<file path="src/rtl/wsp_pkg.sv">
// Shared constants, types and register codes of the world-to-screen projection block.
package wsp_pkg;

    localparam int COORD_BITS     = 32;
    localparam int FRAC_BITS      = 16;
    localparam int COEF_BITS      = 32;
    localparam int SIZE_BITS      = 14;
    localparam int NUM_ROWS       = 3;
    localparam int NUM_COLS       = 4;
    localparam int NUM_PAIRS      = 6;
    localparam int CFG_INDEX_BITS = 4;
    localparam int CFG_DATA_BITS  = 64;

    localparam int PROD_BITS  = COEF_BITS + COORD_BITS;
    localparam int SUM_BITS   = PROD_BITS + 2;
    localparam int CLIP_BITS  = SUM_BITS - FRAC_BITS;
    localparam int REM_BITS   = CLIP_BITS;
    localparam int SCALE_BITS = CLIP_BITS + SIZE_BITS;
    localparam int NUM_BITS   = SCALE_BITS + FRAC_BITS + 1;
    localparam int OUT_SPAN   = (COORD_BITS > SIZE_BITS + FRAC_BITS) ?
                                COORD_BITS : SIZE_BITS + FRAC_BITS;
    localparam int QUO_BITS   = OUT_SPAN + 3;
    localparam int RES_BITS   = QUO_BITS + 2;
    localparam int FRONT_STAGES = 7;

    localparam int BEHIND_GAIN = 100000;
    localparam int GAIN_BITS   = 18;
    localparam int SMALL_BITS  = COORD_BITS - 16;
    localparam longint OUT_MAX    = (longint'(1) <<< (COORD_BITS - 1)) - 1;
    localparam longint OUT_MIN    = -OUT_MAX - 1;
    localparam longint BEHIND_LIM = OUT_MAX / BEHIND_GAIN;
    localparam int THR_RAW   = ((2 ** FRAC_BITS) + 500) / 1000;
    localparam int THRESHOLD = (THR_RAW < 1) ? 1 : THR_RAW;

    localparam logic signed [CLIP_BITS-1:0]  LIM_POS  = CLIP_BITS'(BEHIND_LIM);
    localparam logic signed [CLIP_BITS-1:0]  LIM_NEG  = CLIP_BITS'(-BEHIND_LIM);
    localparam logic signed [CLIP_BITS-1:0]  THRESH_W = CLIP_BITS'(THRESHOLD);
    localparam logic signed [COORD_BITS-1:0] SAT_MAX  = COORD_BITS'(OUT_MAX);
    localparam logic signed [COORD_BITS-1:0] SAT_MIN  = COORD_BITS'(OUT_MIN);

    localparam logic [COEF_BITS-1:0] COEF_ONE = COEF_BITS'(longint'(1) <<< FRAC_BITS);
    localparam logic [CFG_DATA_BITS-1:0] ROW0_A_RESET = {COEF_ONE, {COEF_BITS{1'b0}}};
    localparam logic [CFG_DATA_BITS-1:0] ROW1_A_RESET = {{COEF_BITS{1'b0}}, COEF_ONE};
    localparam logic [CFG_DATA_BITS-1:0] ROW3_B_RESET = {{COEF_BITS{1'b0}}, COEF_ONE};
    localparam logic [SIZE_BITS-1:0] WIDTH_RESET  = SIZE_BITS'(640);
    localparam logic [SIZE_BITS-1:0] HEIGHT_RESET = SIZE_BITS'(480);

    typedef enum logic [CFG_INDEX_BITS-1:0] {
        REG_ROW0_A = 4'd0,
        REG_ROW0_B = 4'd1,
        REG_ROW1_A = 4'd2,
        REG_ROW1_B = 4'd3,
        REG_ROW3_A = 4'd4,
        REG_ROW3_B = 4'd5,
        REG_WIDTH  = 4'd6,
        REG_HEIGHT = 4'd7
    } cfg_reg_t;

    typedef struct packed {
        logic [NUM_ROWS-1:0][NUM_COLS-1:0][COEF_BITS-1:0] coef;
        logic [SIZE_BITS-1:0] width;
        logic [SIZE_BITS-1:0] height;
    } proj_cfg_t;

    typedef struct packed {
        logic [REM_BITS-1:0] rem;
        logic [QUO_BITS-1:0] low;
    } div_lane_t;

    typedef struct packed {
        logic                         visible;
        logic                         neg_x;
        logic                         neg_y;
        logic                         ovf_x;
        logic                         ovf_y;
        logic signed [COORD_BITS-1:0] behind_x;
        logic signed [COORD_BITS-1:0] behind_y;
    } side_t;

endpackage

</file>
<file path="src/rtl/wsp_div_stage.sv">
// One restoring division step for the x and y pixel offsets, with its pipeline register.
module wsp_div_stage import wsp_pkg::*; (
    input  logic                aclk,
    input  logic                aresetn,
    input  logic                en,
    input  logic                in_valid,
    input  logic [REM_BITS-1:0] in_w,
    input  div_lane_t           in_x,
    input  div_lane_t           in_y,
    input  side_t               in_side,
    output logic                out_valid,
    output logic [REM_BITS-1:0] out_w,
    output div_lane_t           out_x,
    output div_lane_t           out_y,
    output side_t               out_side
);

    function automatic div_lane_t step(input div_lane_t lane, input logic [REM_BITS-1:0] w);
        logic [REM_BITS-1:0] shifted;
        logic                ge;
        div_lane_t           res;
        shifted = {lane.rem[REM_BITS-2:0], lane.low[QUO_BITS-1]};
        ge      = shifted >= w;
        res.rem = ge ? shifted - w : shifted;
        res.low = {lane.low[QUO_BITS-2:0], ge};
        return res;
    endfunction

    always_ff @(posedge aclk) begin
        if (!aresetn) begin
            out_valid <= 1'b0;
        end else if (en) begin
            out_valid <= in_valid;
        end
    end

    always_ff @(posedge aclk) begin
        if (en) begin
            out_w    <= in_w;
            out_x    <= step(in_x, in_w);
            out_y    <= step(in_y, in_w);
            out_side <= in_side;
        end
    end

`ifndef SYNTHESIS
    a_stall_hold: assert property (@(posedge aclk) disable iff (!aresetn)
        !en |=> $stable(out_valid))
        else $error("Division stage valid changed during a stall.");
    a_rem_x: assert property (@(posedge aclk) disable iff (!aresetn)
        out_valid && out_side.visible && !out_side.ovf_x |-> out_x.rem < out_w)
        else $error("X partial remainder is not below the divisor.");
    a_rem_y: assert property (@(posedge aclk) disable iff (!aresetn)
        out_valid && out_side.visible && !out_side.ovf_y |-> out_y.rem < out_w)
        else $error("Y partial remainder is not below the divisor.");
`endif

endmodule

</file>
<file path="config.mk">
export PLATFORM = sky130hd
export DESIGN_NAME = wsp_div_stage
export DESIGN_NICKNAME = d
export VERILOG_FILES = /design/src/rtl/wsp_pkg.sv /design/src/rtl/wsp_div_stage.sv
export SDC_FILE = /design/constraint.sdc
export NUM_CORES = 1
export LEC_CHECK = 0
export ABC_AREA = 1
export ABC_CLOCK_PERIOD_IN_PS = 4500
export BUFFER_PORTS_ARGS = -buffer_cell sky130_fd_sc_hd__buf_2
export CAP_MARGIN = 20
export CORE_AREA = 3 3 224 226
export CTS_CLUSTER_DIAMETER = 120
export DETAILED_ROUTE_END_ITERATION = 7
export DIE_AREA = 0 0 227 229
export HOLD_SLACK_MARGIN = 0.05
export SETUP_SLACK_MARGIN = 0.15
export SYNTH_ARGS = -nofsm -noshare
export SYNTH_HDL_FRONTEND = slang
export SYNTH_SLANG_ARGS = --single-unit
export TNS_END_PERCENT = 10
</file>
<file path="constraint.sdc">
create_clock -name aclk -period 4.5 [get_ports aclk]
set_clock_uncertainty 0.2 [all_clocks]
set_input_delay 0.45 -clock aclk [delete_from_list [all_inputs] [get_ports aclk]]
set_output_delay 0.45 -clock aclk [all_outputs]
set_load 0.02 [all_outputs]
</file>
# --- Word-level counts from Yosys, hierarchy flattened ---
# Cells that the tools add are included.
word_totals:
  elab_cells: 19
  regBits: 290
  input_bits: 293
  out_inout_bits: 290
classes:
  add_sub_neg: 2
  mux: 2
  order_cmp: 2
op_table:
  columns: ["cell", "n"]
  rows:
  - ["$ge A50 B50 Y1", 2]
  - ["$mux W50", 2]
  - ["$sub A50 B50 Y50", 2]

# --- Logic depth before layout (Yosys ltp) ---
depth:
  depth_word: 2
  depth_mapped: 16

# --- Least setup slack after synthesis ---
# Ideal clock, no wire load.
synth_path:
  path_kind: "input -> register"
  startpoint: "in in_y[34] (netlist bit)"
  endpoint: "reg out_y[78] (netlist bit), data pin"
  path_buffers: 2
  required_ns: 4.047
  path_slack_ns: 1.926
  setup_time_ns: 0.253
  arrival_ns: 2.121
  path_stages: 14
  cell_sequence: "inv_1 -> ha_1 -> inv_1 -> fa_1 -> nand3_1 -> nand3b_2 -> nand2_1 -> nand2_2 -> nand2_2 -> nand3_2 -> buf_8 -> buf_12 -> nand3_1 -> nand2_1"
synth_between:
  elab_chain_len: 2
  elab_cells_between_ends: 3
  classes_between: "add/sub: 1; order compare: 1; mux: 1"
synth_lines:
  columns: ["element", "line_no", "source"]
  rows:
  - ["start: declaration", "wsp_div_stage.sv:9", "input div_lane_t in_y,"]
  - ["$sub A50 B50 Y50 / $ge A50 B50 Y1 (equally long branches)", "wsp_div_stage.sv:24, wsp_div_stage.sv:23", null]
  - ["$mux W50 *", "wsp_div_stage.sv:24", "res.rem = ge ? shifted - w : shifted;"]
  - ["end signal: assignment", "wsp_div_stage.sv:41", "out_y <= step(in_y, in_w);"]
  - ["end: declaration", "wsp_div_stage.sv:14", "output div_lane_t out_y,"]
# Mark *: on every way between the ends. The rest lies on a longest branch, timed or not.
# A chain may end at the register's enable or synchronous reset.

# --- Worst setup path after layout ---
layout_path:
  startpoint: "in in_w[29]"
  endpoint: "reg out_x[82] (netlist bit), data pin"
layout_between:
  elab_chain_len: 2
  elab_cells_between_ends: 3
  classes_between: "add/sub: 1; order compare: 1; mux: 1"
layout_lines:
  columns: ["element", "line_no", "source"]
  rows:
  - ["start: declaration", "wsp_div_stage.sv:7", "input logic [REM_BITS-1:0] in_w,"]
  - ["$sub A50 B50 Y50 / $ge A50 B50 Y1 (equally long branches)", "wsp_div_stage.sv:24, wsp_div_stage.sv:23", null]
  - ["$mux W50 *", "wsp_div_stage.sv:24", null]
  - ["end signal: assignment", "wsp_div_stage.sv:40", "out_x <= step(in_x, in_w);"]
  - ["end: declaration", "wsp_div_stage.sv:13", "output div_lane_t out_x,"]
# Marks and branches as above.

==> flow_metrics.py <==
metrics = {
    "drt": {
        "vias": 19200,
        "wl_per_cell_microns": 20.1,
        "avgViaCountPerCell": 4.87,
        "wirelength_microns": 79100,
        "drtAntennaViolNets": 0,
        "drtIter0Drc": 1182,
        "dr.pass1.iters": 5,
        "drc": 0,
    },
    "clock_network": {
        "clkSlewWorstSetupHoldPaths_ns": 0.06,
        "clk_latency_ns": 0.54,
        "cts_resized": 0,
        "cts_max_level": 2,
        "cts_buffers": 35,
        "clockRootBuffer": "clkbuf_16",
        "post_cts.repair.setup_buffers": 0,
        "clk_path_buf_depth": 3,
        "cts_tree": "built",
        "cts_sinks": 290,
    },
    "placed_design": {
        "io_buffers": 580,
        "hpwl_microns": 64200,
        "routabilityCongestion": 0.965,
        "placed_area_sq_um": 22900,
    },
    "die": {
        "fp.dieArea_sq_um": 52000,
        "die_h_microns": 229,
        "num_io_pins": 583,
        "rows": 81,
        "core_sq_um": 48500,
        "dieWidth_microns": 227,
        "start_util_pct": 39.7,
    },
    "critical_path": {
        "crit_buf_inv": 4,
        "slowest_stage": "dlygate4sd3_1",
        "required_ns": 4.59,
        "critPathMaxStageDelay_ns": 0.53,
        "path_cells": "dlygate4sd3_1 -> buf_2 -> inv_1 -> ha_1 -> nand2_1 -> nor2_2 -> nand2_1 -> nor2_1 -> and3_1 -> nand2_4 -> nand3_4 -> buf_4 -> nand3_1 -> nand2_1",
        "path_class": "primary input to flip-flop",
        "cp_top_family": "simple AND/OR/NAND/NOR gates",
        "start_kind": "primary input",
        "arrival_ns": 3.50,
        "worstSetupEndpointType": "flip-flop",
        "cp_max_fo": 25,
        "crit_path_frequent_cell": "nand2_1",
    },
    "power_and_ir_drop": {
        "seqPwrFrac_pct": 38.4,
        "total_power_mw": 8.80,
        "pwr-share-clk_pct": 32.7,
        "p_leak_nw": 13.5,
        "p_int_mw": 5.86,
        "pwr-share-comb_pct": 28.8,
        "p_per_area_nw_per_um2": 337,
        "ir_worst_vdd_uv": 295,
        "switching_share_pct": 33.4,
        "p_sw_mw": 2.94,
    },
    "logic_synthesis": {
        "synth_cells": 2490,
        "synth_mux_area_share_pct": 0,
        "synth_cell_types": 40,
        "synthSimpleGateAreaFrac_pct": 30.3,
        "ys_ff_latch": 290,
        "synth_area_sq_um": 19300,
        "synth_top_family_by_area": "simple AND/OR/NAND/NOR gates",
        "synth_compound_area_share_pct": 4.06,
        "synth_xor_area_share_pct": 2.59,
        "synth_fa_ha_area_share_pct": 6.69,
        "syn_area_per_cell_sq_um": 7.75,
        "ys_seq_area_share_pct": 45.1,
        "yosysWarningCount": 0,
        "synth_fp_nets": 2885,
    },
    "final_layout": {
        "drive_gt1_share_pct": 22.0,
        "multi_input_area_sq_um": 8410,
        "seq_area_sq_um": 8700,
        "area_growth_pct": 35.2,
        "fillers": 4639,
        "stdcell_area_sq_um": 26100,
        "nets": 3683,
    },
    "worst_hold_path": {
        "holdCritPathClass": "primary input to flip-flop",
    },
    "sta": {
        "fmax_mhz": 293,
        "setup_viol": 0,
        "period_minus_slack_ns": 3.41,
        "drv_slew": 0,
        "hold_viol_final": 0,
        "relSlewSlack_pct": 41.0,
        "worst_slew_pin_slew_ns": 0.885,
        "tns_ns": 0,
        "rsz0062_at_grt": "false",
        "timing.final.crit_share_pct": 75.8,
    },
    "global_routing": {
        "grtUsageTotal_pct": 29.7,
        "grt-ovfl-total": 0,
        "grt_pass1_vias": 19200,
        "antenna_found_initial": 11,
        "grt_max_degree": 107,
        "grt_pass1_wl_microns": 115000,
    },
    "outcome": {
        "outcome": "complete, no violations",
    },
    "flow_run": {
        "cap_violations": 0,
    },
}
==> layout by cell type, fill, tap and decap left out, types with 3 or more instances in the layout <==
cell type,count
nand4_1,65
inv_2,8
o21ai_0,52
inv_1,519
clkinvlp_4,5
nor4_2,4
o21bai_1,17
nand3_1,86
and2_1,7
edfxtp_1,289
dlygate4sd3_1,196
diode_2,7
nor4_1,3
nor3_1,19
o21ai_1,5
nor2_1,148
nor2_4,5
buf_12,5
a21oi_1,66
nand2_1,904
clkinv_1,6
clkinv_2,3
nand3_2,17
nand2_2,19
clkbuf_16,36
ha_1,100
buf_2,579
bufinv_16,4
nor2_2,19
buf_4,8
clkinv_4,3
or2_2,3
xor2_1,57
nand3b_1,36
==> layer usage <==
metal | global-route usage (%) | routed length, microns | part of all wire, %
met5 | 0 | 43 | 0.054
met2 | 53.1 | 39400 | 50
met4 | 14.7 | 4390 | 5.6
met1 | 34.3 | 30500 | 38
met3 | 4.82 | 4860 | 6.1
==> flip-flops by register name (all words and copies together), names as in the netlist <==
signal and flops:
out_side 69, out_valid 1, out_w 50, out_x 85
out_y 85
==> synthesized netlist by cell type, drive strengths merged <==
master	n	area, sq um
edfxtp	289	8680
o21bai	17	128
fa	2	40.0
nand4	66	428
xor2	57	499
clkbuf	11	41.3
dfxtp	1	20.0
clkinv	1	3.75
nor4	7	68.8
buf	17	151
o21ai	57	285
or2	3	18.8
nand2	924	3520
inv	527	1980
a21o	1	7.51
ha	100	1250
nand3	104	618
nor3	19	95.1
and3	2	12.5
a21oi	68	363
nor2	172	731
and2	7	43.8
nand3b	38	302
==> stage by stage <==
step                instances  utilization (%)  setup WS [ns]  hold WS [ns]
detailed placement       3677             47.3           1.07         0.325
floorplan                2490                -           1.93         0.343
finish                   3940             53.7           1.09        0.0650
global placement         3677             47.3           1.10         0.319
global route             3939             53.7          0.932        0.0668
CTS                      3933             53.7           1.11        0.0510
==> path summary, 6_finish.rpt <==
check                          from                endpoint  slack, ns  cells after the start
max                        in_w[29]     out_x[82]$_DFFE_PP_       1.09                     14
max reg2reg  out_valid$_SDFFE_PN0P_  out_valid$_SDFFE_PN0P_       3.12                      3
min                        in_y[75]     out_y[76]$_DFFE_PP_       0.06                      3
min reg2reg  out_valid$_SDFFE_PN0P_  out_valid$_SDFFE_PN0P_       0.88                      3
==> power by group through the flow <==
stage,clock network [mW],registers [mW],logic (mW)
floorplan,0,3.80,1.08
global placement,0,3.43,2.37
detailed placement,0,3.43,2.38
CTS,2.94,3.38,2.53
global route,3.04,3.40,2.77
finish,2.88,3.38,2.54
==> cell type report <==
| class | instances | area share, % |
|---|---|---|
| well taps | 622 | 2.98 |
| inverters | 528 | 7.60 |
| flip-flops and latches | 290 | 33.4 |
| multi-input cells | 1644 | 32.3 |
| diodes | 7 | 0.0672 |
| clock buffers | 37 | 3.47 |
| repair buffers | 789 | 19.3 |
| clock inverters | 23 | 0.964 |
==> what timing repair did <==
| action | in CTS | in global routing |
|---|---|---|
| hold endpoints to repair | 195 | 0 |
| setup endpoints to repair | 0 | 0 |
| hold buffers | 196 | 0 |
==> cells by family (layout without fill, tap and decap cells) <==
group | count (synthesis) | in the layout
xor+xnor | 57 | 57
simple gates | 1342 | 1342
compound gates | 143 | 143
fa+ha+maj | 102 | 102
flops | 290 | 290
other cells | 0 | 7
buf+inv | 556 | 1377
==> tightest hold or removal path, delay by kind of cell <==
kind                   cells  cell delay, ns
buffers and inverters      1            0.10
and+or+nand+nor            2            0.16
(Power assumes the default switching activity.)
