`config.mk`:
```
export PLATFORM = sky130hd
export DESIGN_NAME = wsp_out
export DESIGN_NICKNAME = d
export VERILOG_FILES = /design/src/rtl/wsp_pkg.sv /design/src/rtl/wsp_out.sv
export SDC_FILE = /design/constraint.sdc
export NUM_CORES = 1
export LEC_CHECK = 0
export CORE_MARGIN = 4
export CORE_UTILIZATION = 43
export CTS_CLUSTER_SIZE = 24
export DETAILED_ROUTE_END_ITERATION = 8
export DONT_BUFFER_PORTS = 1
export SYNTH_ARGS = -nofsm -noshare
export SYNTH_HDL_FRONTEND = slang
export SYNTH_SLANG_ARGS = --single-unit
```
`constraint.sdc`:
```
create_clock -name aclk -period 8.8 [get_ports aclk]
set_input_delay 0.88 -clock aclk [delete_from_list [all_inputs] [get_ports aclk]]
set_output_delay 0.88 -clock aclk [all_outputs]
set_load 0.01 [all_outputs]
```
`src/rtl/wsp_pkg.sv`:
```
// Shared constants, types and register codes of the world-to-screen projection block.
package wsp_pkg;

    localparam int COORD_BITS     = 32;
    localparam int FRAC_BITS      = 16;
    localparam int COEF_BITS      = 32;
    localparam int SIZE_BITS      = 14;
    localparam int NUM_ROWS       = 3;
    localparam int NUM_COLS       = 4;
    localparam int NUM_PAIRS      = 6;
    localparam int CFG_INDEX_BITS = 4;
    localparam int CFG_DATA_BITS  = 64;

    localparam int PROD_BITS  = COEF_BITS + COORD_BITS;
    localparam int SUM_BITS   = PROD_BITS + 2;
    localparam int CLIP_BITS  = SUM_BITS - FRAC_BITS;
    localparam int REM_BITS   = CLIP_BITS;
    localparam int SCALE_BITS = CLIP_BITS + SIZE_BITS;
    localparam int NUM_BITS   = SCALE_BITS + FRAC_BITS + 1;
    localparam int OUT_SPAN   = (COORD_BITS > SIZE_BITS + FRAC_BITS) ?
                                COORD_BITS : SIZE_BITS + FRAC_BITS;
    localparam int QUO_BITS   = OUT_SPAN + 3;
    localparam int RES_BITS   = QUO_BITS + 2;
    localparam int FRONT_STAGES = 7;

    localparam int BEHIND_GAIN = 100000;
    localparam int GAIN_BITS   = 18;
    localparam int SMALL_BITS  = COORD_BITS - 16;
    localparam longint OUT_MAX    = (longint'(1) <<< (COORD_BITS - 1)) - 1;
    localparam longint OUT_MIN    = -OUT_MAX - 1;
    localparam longint BEHIND_LIM = OUT_MAX / BEHIND_GAIN;
    localparam int THR_RAW   = ((2 ** FRAC_BITS) + 500) / 1000;
    localparam int THRESHOLD = (THR_RAW < 1) ? 1 : THR_RAW;

    localparam logic signed [CLIP_BITS-1:0]  LIM_POS  = CLIP_BITS'(BEHIND_LIM);
    localparam logic signed [CLIP_BITS-1:0]  LIM_NEG  = CLIP_BITS'(-BEHIND_LIM);
    localparam logic signed [CLIP_BITS-1:0]  THRESH_W = CLIP_BITS'(THRESHOLD);
    localparam logic signed [COORD_BITS-1:0] SAT_MAX  = COORD_BITS'(OUT_MAX);
    localparam logic signed [COORD_BITS-1:0] SAT_MIN  = COORD_BITS'(OUT_MIN);

    localparam logic [COEF_BITS-1:0] COEF_ONE = COEF_BITS'(longint'(1) <<< FRAC_BITS);
    localparam logic [CFG_DATA_BITS-1:0] ROW0_A_RESET = {COEF_ONE, {COEF_BITS{1'b0}}};
    localparam logic [CFG_DATA_BITS-1:0] ROW1_A_RESET = {{COEF_BITS{1'b0}}, COEF_ONE};
    localparam logic [CFG_DATA_BITS-1:0] ROW3_B_RESET = {{COEF_BITS{1'b0}}, COEF_ONE};
    localparam logic [SIZE_BITS-1:0] WIDTH_RESET  = SIZE_BITS'(640);
    localparam logic [SIZE_BITS-1:0] HEIGHT_RESET = SIZE_BITS'(480);

    typedef enum logic [CFG_INDEX_BITS-1:0] {
        REG_ROW0_A = 4'd0,
        REG_ROW0_B = 4'd1,
        REG_ROW1_A = 4'd2,
        REG_ROW1_B = 4'd3,
        REG_ROW3_A = 4'd4,
        REG_ROW3_B = 4'd5,
        REG_WIDTH  = 4'd6,
        REG_HEIGHT = 4'd7
    } cfg_reg_t;

    typedef struct packed {
        logic [NUM_ROWS-1:0][NUM_COLS-1:0][COEF_BITS-1:0] coef;
        logic [SIZE_BITS-1:0] width;
        logic [SIZE_BITS-1:0] height;
    } proj_cfg_t;

    typedef struct packed {
        logic [REM_BITS-1:0] rem;
        logic [QUO_BITS-1:0] low;
    } div_lane_t;

    typedef struct packed {
        logic                         visible;
        logic                         neg_x;
        logic                         neg_y;
        logic                         ovf_x;
        logic                         ovf_y;
        logic signed [COORD_BITS-1:0] behind_x;
        logic signed [COORD_BITS-1:0] behind_y;
    } side_t;

endpackage

```
`src/rtl/wsp_out.sv`:
```
// Output stage: pixel mapping, saturation, behind-viewer select and result register.
module wsp_out import wsp_pkg::*; (
    input  logic                         aclk,
    input  logic                         aresetn,
    input  logic                         en,
    input  logic                         in_valid,
    input  div_lane_t                    in_x,
    input  div_lane_t                    in_y,
    input  side_t                        in_side,
    input  logic [SIZE_BITS-1:0]         width,
    input  logic [SIZE_BITS-1:0]         height,
    output logic                         m_valid,
    output logic signed [COORD_BITS-1:0] m_screen_x,
    output logic signed [COORD_BITS-1:0] m_screen_y,
    output logic                         m_visible
);

    localparam logic [QUO_BITS-1:0] CAP = QUO_BITS'(1) << (QUO_BITS - 1);
    localparam logic signed [RES_BITS-1:0] HALF = RES_BITS'(1) <<< (FRAC_BITS - 1);

    function automatic logic signed [COORD_BITS-1:0] pixel(
        input logic [QUO_BITS-1:0]  q,
        input logic                 ovf,
        input logic                 neg,
        input logic [SIZE_BITS-1:0] size,
        input logic                 is_y
    );
        logic [QUO_BITS-1:0]        m;
        logic signed [RES_BITS-1:0] off;
        logic signed [RES_BITS-1:0] base;
        logic signed [RES_BITS-1:0] r;
        m    = ovf ? CAP : {1'b0, q[QUO_BITS-1:1]};
        off  = neg ? -$signed(RES_BITS'(m)) : $signed(RES_BITS'(m));
        base = $signed(RES_BITS'({size[SIZE_BITS-1:1], {FRAC_BITS{1'b0}}}));
        r    = is_y ? base - off - HALF : base + off + HALF;
        if (r > RES_BITS'(SAT_MAX)) begin
            return SAT_MAX;
        end else if (r < RES_BITS'(SAT_MIN)) begin
            return SAT_MIN;
        end
        return r[COORD_BITS-1:0];
    endfunction

    always_ff @(posedge aclk) begin
        if (!aresetn) begin
            m_valid <= 1'b0;
        end else if (en) begin
            m_valid <= in_valid;
        end
    end

    always_ff @(posedge aclk) begin
        if (en) begin
            m_visible <= in_side.visible;
            if (in_side.visible) begin
                m_screen_x <= pixel(in_x.low, in_side.ovf_x, in_side.neg_x, width, 1'b0);
                m_screen_y <= pixel(in_y.low, in_side.ovf_y, in_side.neg_y, height, 1'b1);
            end else begin
                m_screen_x <= in_side.behind_x;
                m_screen_y <= in_side.behind_y;
            end
        end
    end

endmodule

```
# Yosys cells after proc, flatten, opt, wreduce, memory -nomap -nowiden
# Cells that the tools add are included.
dict set report totals {
  romBits 0
  output_inout_bits 66
  latch_bits 0
  in_bits 271
  word_cells 34
  n_memories 0
  ram_bits 0
  reg_bits 66
}
dict set report op_classes {
  eq_ne 0
  bitwise 0
  div 0
  mul 0
  n_shift 0
  n_addsub 6
  order_cmp 4
  reduce_logical 0
  mux 20
}
# cell n
set op_table {}
lappend op_table {{two-way mux 32 bit} 8}
lappend op_table {{greater-than comparator 37 x 32 -> 1 bit, second input constant} 2}
lappend op_table {{less-than comparator 37 x 32 -> 1 bit, second input constant} 2}
lappend op_table {{two-way mux 37 bit} 2}
lappend op_table {{negation 35 -> 37 bit} 2}
lappend op_table {{two-way mux 35 bit} 2}
lappend op_table {{adder 30 x 37 -> 37 bit} 1}
lappend op_table {{adder 37 x 17 -> 37 bit, second input constant} 1}
lappend op_table {{subtractor 30 x 37 -> 37 bit} 1}
lappend op_table {{subtractor 37 x 17 -> 37 bit, second input constant} 1}
lappend op_table {{two-way mux 1 bit} 8}

# Longest topological paths before layout
dict set report logic_depth {
  ltp_word 12
  depth_mapped 27
  mapped_depth_nobuf 22
}

# Least setup slack after synthesis
# OpenSTA, ideal clock, no wires.
dict set report synth_timing {
  path_kind {input to register}
  from {in in_side[64] (netlist name)}
  to {reg m_screen_y[27], data pin}
  arrival_time_ns 6.275
  setup_slack_ns 2.246
  t_required_ns 8.521
  path_stages 27
  setup_time_ns 0.279
  n_path_buf 5
  path_cell_list {clkbuf_1 > clkbuf_1 > clkbuf_1 > clkbuf_1 > nand2b_1 > ha_1 > o21ai_1 > o21bai_1 > o31ai_1 > xnor2_1 > nor2_1 > nor2_1 > ha_1 > inv_1 > ha_1 > a2111oi_0 > o21ai_0 > a31o_2 > a21oi_1 > nor2_1 > a221o_1 > or3_1 > nand3_1 > nor4_1 > a21oi_1 > clkbuf_1 > o221ai_1}
}
dict set report synth_between {
  elab_chain_len 12
  word_cells_on_any_way 14
  classes_between {add/sub: 3; order compare: 2; mux: 9}
}
# element line
set synth_rtl {}
lappend synth_rtl {{start: declaration} wsp_out.sv:9} ;# input side_t in_side,
lappend synth_rtl {{two-way mux 35 bit (*)} wsp_out.sv:32} ;# m = ovf ? CAP : {1'b0, q[QUO_BITS-1:1]};
lappend synth_rtl {{negation 35 -> 37 bit} wsp_out.sv:33} ;# off = neg ? -$signed(RES_BITS'(m)) : $signed(RES_BITS'(m));
lappend synth_rtl {{two-way mux 37 bit (*)} wsp_out.sv:33}
lappend synth_rtl {{subtractor 30 x 37 -> 37 bit (*)} wsp_out.sv:35} ;# r = is_y ? base - off - HALF : base + off + HALF;
lappend synth_rtl {{subtractor 37 x 17 -> 37 bit (*)} wsp_out.sv:35}
lappend synth_rtl {{less-than comparator 37 x 32 -> 1 bit} wsp_out.sv:38} ;# end else if (r < RES_BITS'(SAT_MIN)) begin
lappend synth_rtl {{two-way mux 1 bit} wsp_out.sv:38}
lappend synth_rtl {{two-way mux 1 bit} wsp_out.sv:36} ;# if (r > RES_BITS'(SAT_MAX)) begin
lappend synth_rtl {{two-way mux 1 bit} wsp_out.sv:55} ;# if (in_side.visible) begin
lappend synth_rtl {{two-way mux 1 bit} wsp_out.sv:53} ;# if (en) begin
lappend synth_rtl {{two-way mux 32 bit (*)} wsp_out.sv:41} ;# return r[COORD_BITS-1:0];
lappend synth_rtl {{two-way mux 32 bit (*)} wsp_out.sv:55}
lappend synth_rtl {{end signal: assignment} wsp_out.sv:57} ;# m_screen_y <= pixel(in_y.low, in_side.ovf_y, in_side.neg_y, height, 1'b1);
lappend synth_rtl {{end signal: assignment} wsp_out.sv:60} ;# m_screen_y <= in_side.behind_y;
lappend synth_rtl {{end: declaration} wsp_out.sv:14} ;# output logic signed [COORD_BITS-1:0] m_screen_y,
# Every way passes the cells marked *; elsewhere a longest branch is shown, timed or not. The select of a mux whose other input is x is not followed.
# A chain may end at the register's enable or synchronous reset.

# Worst setup path after layout
dict set report layout_timing {
  from {in in_side[65] (netlist name)}
  to {reg m_screen_x[5], data pin}
}
dict set report layout_between {
  elab_chain_len 12
  word_cells_on_any_way 14
  classes_between {add/sub: 3; order compare: 2; mux: 9}
}
# element line
set layout_rtl {}
lappend layout_rtl {{two-way mux 35 bit (*)} wsp_out.sv:32}
lappend layout_rtl {{negation 35 -> 37 bit} wsp_out.sv:33}
lappend layout_rtl {{two-way mux 37 bit (*)} wsp_out.sv:33}
lappend layout_rtl {{adder 30 x 37 -> 37 bit (*)} wsp_out.sv:35}
lappend layout_rtl {{adder 37 x 17 -> 37 bit (*)} wsp_out.sv:35}
lappend layout_rtl {{less-than comparator 37 x 32 -> 1 bit} wsp_out.sv:38}
lappend layout_rtl {{two-way mux 1 bit} wsp_out.sv:38}
lappend layout_rtl {{two-way mux 1 bit} wsp_out.sv:36}
lappend layout_rtl {{two-way mux 1 bit} wsp_out.sv:55}
lappend layout_rtl {{two-way mux 1 bit} wsp_out.sv:53}
lappend layout_rtl {{two-way mux 32 bit (*)} wsp_out.sv:41}
lappend layout_rtl {{two-way mux 32 bit (*)} wsp_out.sv:55}
lappend layout_rtl {{end signal: assignment} wsp_out.sv:56} ;# m_screen_x <= pixel(in_x.low, in_side.ovf_x, in_side.neg_x, width, 1'b0);
lappend layout_rtl {{end signal: assignment} wsp_out.sv:59} ;# m_screen_x <= in_side.behind_x;
lappend layout_rtl {{end: declaration} wsp_out.sv:13} ;# output logic signed [COORD_BITS-1:0] m_screen_x,
# Marked as above.

==> impl_metrics.csv <==
group,metric,value,unit
status,status,"completed",
detailed_routing,finalWirelength,28600,um
worst_setup_path,crit_type,"in2reg",
synthesis,synthSimpleGateAreaFrac,27.2,%
detailed_routing,wl_met2,11100,um
cells_and_area,layout-drive-gt1-share,5.37,%
die,die_x,150,um
synthesis,yosys_warnings,0,
synthesis,ys_types,87,
flow_run,maxCapViolations,0,
synthesis,syn_inst,1129,
cells_and_area,fillers,1974,
timing,period_minus_slack,7.20,ns
power,total_leakage_power,3.47,nW
grt,grt_max_degree,67,
synthesis,yosys.area.top_type_share,22.4,%
clocking,path_clk_slew,0.06,ns
worst_hold_path,hold_class,"reg2reg",
synthesis,synthXorXnorAreaFrac,7.63,%
cells_and_area,final_cells,1364,
detailed_routing,via_count,8493,
synthesis,ys_seq_area_share,22.6,%
cells_and_area,nNetsFinal,1419,
clocking,postCtsResizedCells,0,
timing,drv_slew,0,
die,rows,51,
clocking,clock_path_buffers,2,
cells_and_area,most-common-layout-cells,"nand2_1 (108), inv_1 (94), nor2_1 (86), edfxtp_1 (65), o21ai_0 (64)",
clocking,cts_hold_buf,0,
detailed_routing,drc,0,
synthesis,ys_ff_latch,66,
detailed_routing,first_iter_violations,878,
detailed_routing,first_pass_iters,5,
synthesis,muxShareOfSynthArea,2.22,%
synthesis,synthArstFlopShare,0,%
clocking,worstSkewPairLatency,0.33,ns
synthesis,yosys.area.top_type,"edfxtp_1",
synthesis,synth_top_family_by_area,"simple AND/OR/NAND/NOR gates",
detailed_routing,highest_layer,"met4",
worst_setup_path,crit_path_end_kind,"flip-flop",
synthesis,syn_nets,1454,
timing,slew-limit-headroom,24.5,%
timing,fin_crit_sh,81.9,%
die,design.portCount,337,
die,die_area,22600,um2
timing,fmax,139,MHz
synthesis,synth-compound-area-share,25.9,%
placement,dp_cells,1348,
die,die_h,150,um
synthesis,synthFlopType,"edfxtp_1",
synthesis,yosys.area_share.adder,7.83,%
grt,overflow,0,
detailed_routing,met1_length,14700,um
placement,dpl.hpwl,23000,um
synthesis,syn_area_per_cell,7.73,um2
cells_and_area,diodes,0,
placement,gp_congestion,0.926,
detailed_routing,dr_wl_met3,2540,um
timing,skew,0,ns
detailed_routing,viasPerCell,6.23,
clocking,h-tree-depth,3,
grt,grt_pass1_wl,42700,um
detailed_routing,wl_per_cell,21.0,um
clocking,postCtsSetupBuffers,0,
placement,port_buffers,0,
synthesis,synthesis.area,8720,um2
clocking,cts.sinks,66,
grt,track_usage,24.0,%
die,start_util,44.2,%
power,power.density,153,nW/um2
clocking,cts_made_buffers,9,
worst_setup_path,arrival,7.22,ns
timing,hold_viol,0,
timing,final-setup-viol-count,0,
clocking,cts_root_buffer,"clkbuf_16",
clocking,cts_tree,"yes",
cells_and_area,mostFrequentLayoutCell,"nand2_1",
detailed_routing,antenna_left,0,
die,coreArea,19700,um2
cells_and_area,syn_to_final_growth,4.99,%
worst_setup_path,path_max_fanout,36,
grt,antenna_found_initial,0,
synthesis,synth_edf_count,65,
timing,rsz0062_at_grt,"false",
timing,worstMarginPinSlew,1.12,ns
timing,setup_tns,0,ns
worst_setup_path,worstPathRequired,8.81,ns
synthesis,synthTopCellsByArea,"edfxtp_1 (22%), ha_1 (7.6%), nand2_1 (4.6%)",
grt,grt_pass1_vias,7350,
worst_setup_path,critPathLaunchType,"input port",
power,ir_drop,0.0730,mV
per-stage QoR:
stage / setup slack [ns] / cell area (um2) / utilization [%] / hold WS, ns / power (mW)
5_1_grt: 0.980 / 9160 / 46.4 / 0.602 / 1.49
3_3_place_gp: 1.49 / 8870 / 45.0 / 0.553 / 1.05
6_report: 1.60 / 9160 / 46.4 / 0.568 / 1.40
3_5_place_dp: 1.45 / 8870 / 45.0 / 0.566 / 1.05
2_1_floorplan: 2.25 / 8720 / - / 0.538 / 0.916
4_1_cts: 1.76 / 9160 / 46.4 / 0.570 / 1.40
synthesized netlist by cell type (8+ instances only):
cell / n
nand2_1: 108
inv_1: 94
nor2_1: 86
edfxtp_1: 65
o21ai_0: 64
a21oi_1: 63
ha_1: 53
clkbuf_1: 44
xnor2_1: 43
nor3_1: 34
nand3_1: 33
xor2_1: 33
nor2b_1: 27
a31oi_1: 24
nand2b_1: 22
nor4_1: 19
o31ai_1: 19
or3_1: 19
a21o_1: 18
nand4_1: 17
or4_1: 17
mux2i_1: 16
o221ai_1: 16
a2bb2oi_1: 14
a211oi_1: 12
o211ai_1: 10
or2_2: 10
and4_1: 8
nor3b_1: 8
cell families (layout without fill, tap and decap cells):
logic type / count (synthesis) / after routing
XOR/XNOR: 76 / 76
AO/OA/AOI/OAI: 323 / 323
AND/OR/NAND/NOR: 445 / 445
buffers and inverters: 146 / 116
adder cells (fa/ha/maj): 54 / 54
flip-flops: 66 / 66
multiplexers: 19 / 19
power by group:
| group | internal, mW | switching, mW | total, mW |
|---|---|---|---|
| Combinational | 0.234 | 0.369 | 0.603 |
| Clock | 0.195 | 0.146 | 0.341 |
| Sequential | 0.411 | 0.0448 | 0.456 |
cell type report:
cell class | count | area (um2) | area share [%]
Clock buffer | 9 | 225 | 2.46
Clock inverter | 7 | 61.3 | 0.669
Tap cell | 265 | 332 | 3.62
Sequential cell | 66 | 1970 | 21.5
Timing Repair Buffer | 4 | 30.0 | 0.328
Multi-Input combinational cell | 917 | 6180 | 67.5
Inverter | 96 | 360 | 3.93
flip-flops by register name (all words and copies together) (netlist names):
signal	flops
m_visible	1
m_valid	1
m_screen_y	32
m_screen_x	32
worst paths after layout:
| check | from | end | slack [ns] | cells after the start |
|---|---|---|---|---|
| worst max-delay path | in_side[65] | m_screen_x[5] | 1.60 | 18 |
| worst min-delay path | m_valid | m_valid | 0.57 | 2 |
| worst max register to register | m_valid | m_valid | 8.17 | 2 |
| worst min register to register | m_valid | m_valid | 0.57 | 2 |
routing by layer:
layer  vias up  global-route usage [%]
li1       4165                       -
met1      3983                    38.3
met2       333                    32.6
met3        12                    5.57
met4         0                    3.75
met5         -                       0
worst max-delay path, stage by stage:
cell,delay [ns]
clkinv_1,0.48
nand2_1,0.33
ha_1,0.39
nand3_1,0.27
or2_2,0.42
o41ai_1,0.32
mux2i_1,0.22
nor2_1,0.07
ha_1,0.26
nor3_1,0.37
o211ai_1,0.15
a2111oi_0,0.78
a21oi_1,0.22
nor4_1,0.40
o211ai_1,0.14
a211oi_1,0.36
a211o_1,0.80
o311ai_0,0.33
(Power assumes the default switching activity.)
